<file path="src/rtl/bdbf_pkg.sv">
// Shared types and constants for the block-decaying Bloom filter.
// No dependencies.
package bdbf_pkg;

  localparam int unsigned DEF_CELL_COUNT = 4096;
  localparam int unsigned DEF_CELL_BITS  = 16;
  localparam int unsigned DEF_NUM_HASHES = 8;

  localparam int unsigned CMD_W   = 2;
  localparam int unsigned INDEX_W = 12;
  localparam int unsigned WRAP_W  = 16;
  localparam int unsigned PERIOD_W = 16;
  localparam int unsigned BASE_W  = 15;
  localparam int unsigned COUNT_W = 15;

  typedef enum logic [CMD_W-1:0] {
    CMD_INSERT = 2'd0,
    CMD_LOOKUP = 2'd1,
    CMD_CLEAR  = 2'd2,
    CMD_NONE   = 2'd3
  } cmd_t;

  // Register addresses (byte address / 4)
  localparam logic [1:0] REG_WRAP   = 2'd0;
  localparam logic [1:0] REG_PERIOD = 2'd1;
  localparam logic [1:0] REG_BASE   = 2'd2;

  // Classified operation passed from front to back
  typedef enum logic [1:0] {
    OP_CHECK = 2'd0,
    OP_CLEAR = 2'd1
  } op_t;

  typedef struct packed {
    op_t                 op;
    logic                last;
    logic                insert;
    logic [INDEX_W-1:0]  index;
  } work_t;

endpackage

</file>
<file path="src/rtl/bdbf_front.sv">
// Front end: accepts input transfers, drops command three, classifies the rest
// and pushes them into a two-entry queue. Depends on bdbf_pkg.
module bdbf_front import bdbf_pkg::*; (
  input  logic               clk,
  input  logic               rst,
  input  logic               valid,
  output logic               ready,
  input  logic [CMD_W-1:0]   cmd,
  input  logic [INDEX_W-1:0] cell_index,
  input  logic               last_index,
  output logic               q_valid,
  input  logic               q_pop,
  output work_t              q_head
);

  work_t      q_mem [2];
  logic       wr_ptr, rd_ptr;
  logic [1:0] fill;
  logic       push;
  work_t      item;

  assign ready = (fill != 2'd2);
  assign push  = valid && ready && (cmd != CMD_NONE);
  assign q_valid = (fill != 2'd0);
  assign q_head  = q_mem[rd_ptr];

  // classify the incoming transfer
  always_comb begin
    item.op     = (cmd == CMD_CLEAR) ? OP_CLEAR : OP_CHECK;
    item.last   = last_index;
    item.insert = (cmd == CMD_INSERT);
    item.index  = cell_index;
  end

  // queue storage
  always_ff @(posedge clk) begin
    if (push) q_mem[wr_ptr] <= item;
  end

  // queue pointers
  always_ff @(posedge clk) begin
    if (rst) begin
      wr_ptr <= 1'b0;
      rd_ptr <= 1'b0;
      fill   <= 2'd0;
    end else begin
      if (push) wr_ptr <= ~wr_ptr;
      if (q_pop) rd_ptr <= ~rd_ptr;
      fill <= fill + {1'b0, push} - {1'b0, q_pop};
    end
  end

endmodule

</file>
<file path="config.mk">
export PLATFORM = sky130hd
export DESIGN_NAME = bdbf_front
export DESIGN_NICKNAME = d
export VERILOG_FILES = /design/src/rtl/bdbf_pkg.sv /design/src/rtl/bdbf_front.sv
export SDC_FILE = /design/constraint.sdc
export NUM_CORES = 1
export LEC_CHECK = 0
export ABC_AREA = 1
export CAP_MARGIN = 30
export CORE_MARGIN = 5
export CORE_UTILIZATION = 55
export CTS_BUF_LIST = sky130_fd_sc_hd__clkbuf_8
export DETAILED_ROUTE_END_ITERATION = 10
export DONT_BUFFER_PORTS = 1
export PLACE_DENSITY_LB_ADDON = 0.05
export SLEW_MARGIN = 5
export SYNTH_ARGS = -nofsm -noshare
export SYNTH_HDL_FRONTEND = slang
export SYNTH_SLANG_ARGS = --single-unit
</file>
<file path="constraint.sdc">
create_clock -name clk -period 3.3 [get_ports clk]
set_input_delay 0.495 -clock clk [delete_from_list [all_inputs] [get_ports clk]]
set_output_delay 0.495 -clock clk [all_outputs]
set_load 0.005 [all_outputs]
</file>
After elaboration in Yosys (flattened, before gate mapping)
Memory sizes are Yosys's and may differ from the RTL's. A register that Yosys moved wholly into a read port is not among the register bits.
Cells that the tools add are included.
Cells by class
  add/sub/neg operators: 2
  equality and inequality tests: 3
  multiplexer cells: 5
  bitwise logic cells: 2
  reduce and logical (&&, ||, !) cells: 4
Operators with widths (count)
  $mux 1: 5
  $ne 2x2->1 const B: 2
  $add 2x1->2: 1
  $eq 2x2->1 const B: 1
  $logic_and 1x1->1: 2
  $logic_not 2->1: 1
  $not 1->1: 2
  $reduce_bool 2->1: 1
  $sub 2x1->2: 1
Word-level totals
  register bits: 4
  RAM bits: 30
  input port bits: 19
  output and inout port bits: 18
  logic and storage cells: 20
  memories: 1
Memory list
  q_mem: words 2, bits a word 15, rd ports 1, clocked after memory_dff 1, write ports 1, line bdbf_front.sv:16  | work_t q_mem [2];

Logic depth before layout (Yosys ltp)
  depth in word-level cells: 5
  depth in mapped cells: 11
  mapped depth without buffers: 11

Worst setup path before layout
Ideal clock, no wire load.
  path kind: in2reg
  start point: input cmd[0]
  end point: memory q_mem[1][0] in the netlist's numbering, enable pin
  setup time: 0.388 ns
  arrival: 1.394 ns
  required time: 2.912 ns
  path slack: 1.518 ns
  stages on the path: 3
  path buffers: 0
  cells stage by stage: nand2_1 -> nand3_2 -> nor2_1
Between the ends
  cells in the longest elaborated chain, start to end: 4
Ends and longest elaborated chain
  from (decl): line bdbf_front.sv:8  | input logic [CMD_W-1:0] cmd,
  $ne 2x2->1: line bdbf_front.sv:23  | assign push = valid && ready && (cmd != CMD_NONE);
  $logic_and 1x1->1: line bdbf_front.sv:23
  $mux 1: line bdbf_front.sv:37  | if (push) q_mem[wr_ptr] <= item;
  $mux 1 (not written as such): line bdbf_front.sv:37
  to (decl): line bdbf_front.sv:16
Every way passes these cells.

==> results.py <==
metrics = {
    "grt": {
        "grtUsageTotal_pct": 11.9,
        "grt_overflow": 0,
        "antenna_found_initial": 0,
        "grt_pass1_vias": 653,
        "grt_pass1_wl_mm": 2.95,
        "grt_max_degree": 17,
    },
    "power_and_ir_drop": {
        "swShare_pct": 18.9,
        "p_leak_uw": 0.000587,
        "seqPwrFrac_pct": 50.3,
        "internal_power_uw": 864,
        "comb_power_share_pct": 8.8,
        "vdd_drop_max_v": 0.000616,
        "clkPwrFrac_pct": 40.9,
        "powerDensity_mw_per_mm2": 692,
        "netSwitchingPower_uw": 201,
    },
    "synth": {
        "ys_warn_count": 0,
        "syn_area_mm2": 0.00139,
        "synthCells": 85,
        "synthDominantCellAreaShare_pct": 64.6,
        "synth_top_area_cell": "edfxtp_1",
        "async_flop_share_pct": 0,
        "synth_seq_cells": 35,
        "post-synth-top-count-cell": "edfxtp_1",
        "synthesis.nets": 105,
        "avgSynthCellArea_um2": 16.4,
        "ys_seq_area_share_pct": 71.8,
        "synth.area.top_cells": "edfxtp_1 (65%), mux2_4 (11%), dfxtp_1 (7.2%)",
        "synth_edf_count": 30,
        "netlist_top_cells_count": "edfxtp_1 (30), mux2_4 (10), nand2_1 (9), nor2_1 (9), inv_1 (7)",
        "synth-main-ff-cell": "edfxtp_1",
        "yosysUniqueCellTypes": 16,
    },
    "final_layout": {
        "syn_to_final_growth_pct": 10.5,
        "fin_util_pct": 62.7,
        "diodes": 0,
        "fin_nets": 111,
        "final_layout_size_suffix_gt1_share_pct": 27.2,
    },
    "floorplan": {
        "pin_count": 37,
        "die_h_um": 60.3,
        "die_x_um": 60.3,
        "die_area_mm2": 0.00364,
        "fp.coreArea_mm2": 0.00245,
        "initial_utilization_pct": 56.8,
        "rows": 18,
    },
    "timing": {
        "hold_viol_final": 0,
        "worst_pin_slew_ns": 0.827,
        "setup_viol": 0,
        "rsz0062_at_grt": "false",
        "fin_ws_ns": 1.24,
        "fin_crit_sh_pct": 62.4,
        "setup_tns_ns": 0,
        "hold_slack_ns": 0.281,
        "slew_headroom_pct": 44.8,
        "period_minus_slack_ns": 2.06,
        "slew_violations": 0,
        "max_freq_mhz": 486,
        "fin_skew_ns": 0.00426,
    },
    "worst_setup_path": {
        "cp-endpoint": "q_head[0]",
        "start_kind": "flop",
        "rr_worst_depth": 5,
        "crit_cells": 1,
        "crit_required_ns": 2.80,
        "cpPeakStageDelay_ns": 0.86,
        "cp_max_fo": 15,
        "crit_chain": "mux2_2",
        "end_kind": "output pin",
        "r2r-start": "fill[0]$_SDFF_PP0_",
        "path_class": "flop to output pin",
        "slowest_stage": "dfxtp_1",
        "r2r-end": "q_mem[0][11]$_DFFE_PP_",
        "arrival_ns": 1.56,
        "rrSetupSlack_ns": 1.72,
        "crit_family": "flip-flops",
        "crit_buf_inv": 0,
    },
    "cts": {
        "insertion_delay_ns": 0.28,
        "htreeDepth": 2,
        "cts_max_path_buffers": 2,
        "post_cts_resized": 0,
        "cts_buffers": 5,
        "cts_root_buf": "clkbuf_8",
        "post_cts_buffers": 0,
        "clock_sinks": 35,
        "clk_pin_slew_worst_paths_ns": 0.06,
        "cts_tree": "built",
        "cts_hold_buf": 0,
    },
    "run_status": {
        "status": "completed",
    },
    "hold_path": {
        "min_path_cells": 1,
        "worstHoldPathType": "input port to flop",
    },
    "drt": {
        "antenna_left": 0,
        "routed_wl_mm": 1.80,
        "drt_iter0_markers": 17,
        "dr.pass1.iters": 4,
        "vias": 623,
        "post_drt_wl_per_cell_um": 14.8,
        "route.detailed.drc": 0,
        "viasPerCell": 5.11,
    },
    "job": {
        "cap_viol_max_count": 0,
    },
    "placed_design": {
        "place_ws_ns": 1.49,
        "hpwlAfterDp_mm": 1.31,
        "io_buffers": 0,
        "globalplace.congestion": 0.696,
    },
}
-- per-layer routing --
metal,vias to the layer above,global-route usage (%),share of wire (%)
met4,0,8.54,2.5
met2,25,19.6,53
met5,-,0,0
met3,7,6.38,12
met1,286,11.2,33
li1,305,-,-
-- power by group through the flow --
| stage | logic, uW | registers, uW | clock network (uW) |
|---|---|---|---|
| 4_1_cts | 96.2 | 537 | 446 |
| 3_5_place_dp | 95.7 | 547 | 0 |
| 2_1_floorplan | 94.4 | 535 | 0 |
| 6_report | 93.5 | 536 | 436 |
| 3_3_place_gp | 94.7 | 545 | 0 |
| 5_1_grt | 103 | 541 | 469 |
-- flip-flops by register name, summed over array words and instances, names as in the netlist, named ones only --
| signal | cells |
|---|---|
| fill | 2 |
| q_mem | 30 |
| rd_ptr | 1 |
| wr_ptr | 1 |
-- cells by family (layout without fill, tap and decap cells) --
group	Yosys count	after routing	synth area share [%]
AOI/OAI and AO/OA	1	1	0.359
xor gates and xnor gates	2	2	1.26
adders and majority gates	1	1	0.898
buffers and inverters	10	17	4.67
DFF	35	35	71.8
muxes	15	15	14.8
other	1	1	0.269
and+or+nand+nor	20	20	5.92
-- cell usage in the layout (no fill, tap or decap), drive strengths merged --
master	Yosys	layout
clkbuf	0	5
inv	7	8
nor2	9	9
edfxtp	30	30
xnor2	2	2
nand2	9	9
dfxtp	5	5
conb	1	1
a21oi	1	1
bufinv	0	2
buf	3	2
ha	1	1
mux2	15	15
nand3	2	2
-- how the worst min path moves through the flow --
stage | slack [ns] | endpoint | start
finish | 0.28 | fill[0]$_SDFF_PP0_ | rst
global route | 0.26 | flop | rst
CTS | 0.27 | fill[0]$_SDFF_PP0_ | rst
detailed placement | 0.50 | flop | rd_ptr$_SDFFE_PP0P_
global placement | 0.50 | rd_ptr$_SDFFE_PP0P_ | rd_ptr$_SDFFE_PP0P_
floorplan | 0.48 | flop | rd_ptr$_SDFFE_PP0P_
-- per-stage QoR --
stage	cell area, um2	cells	power, uW
after detailed placement	1410	114	642
after global routing	1540	122	1110
after CTS	1540	122	1080
final	1540	122	1070
after global placement	1410	114	640
after floorplan	1390	85	630
-- area by class of cell --
class / instances / area, um2
Clock buffer: 5 / 68.8
Clock inverter: 3 / 63.8
Fill cell: 182 / 915
Inverter: 7 / 26.3
Multi-Input combinational cell: 40 / 328
Sequential cell: 35 / 1000
Tap cell: 30 / 37.5
Timing Repair Buffer: 2 / 15.0
(Power assumes the default switching activity.)
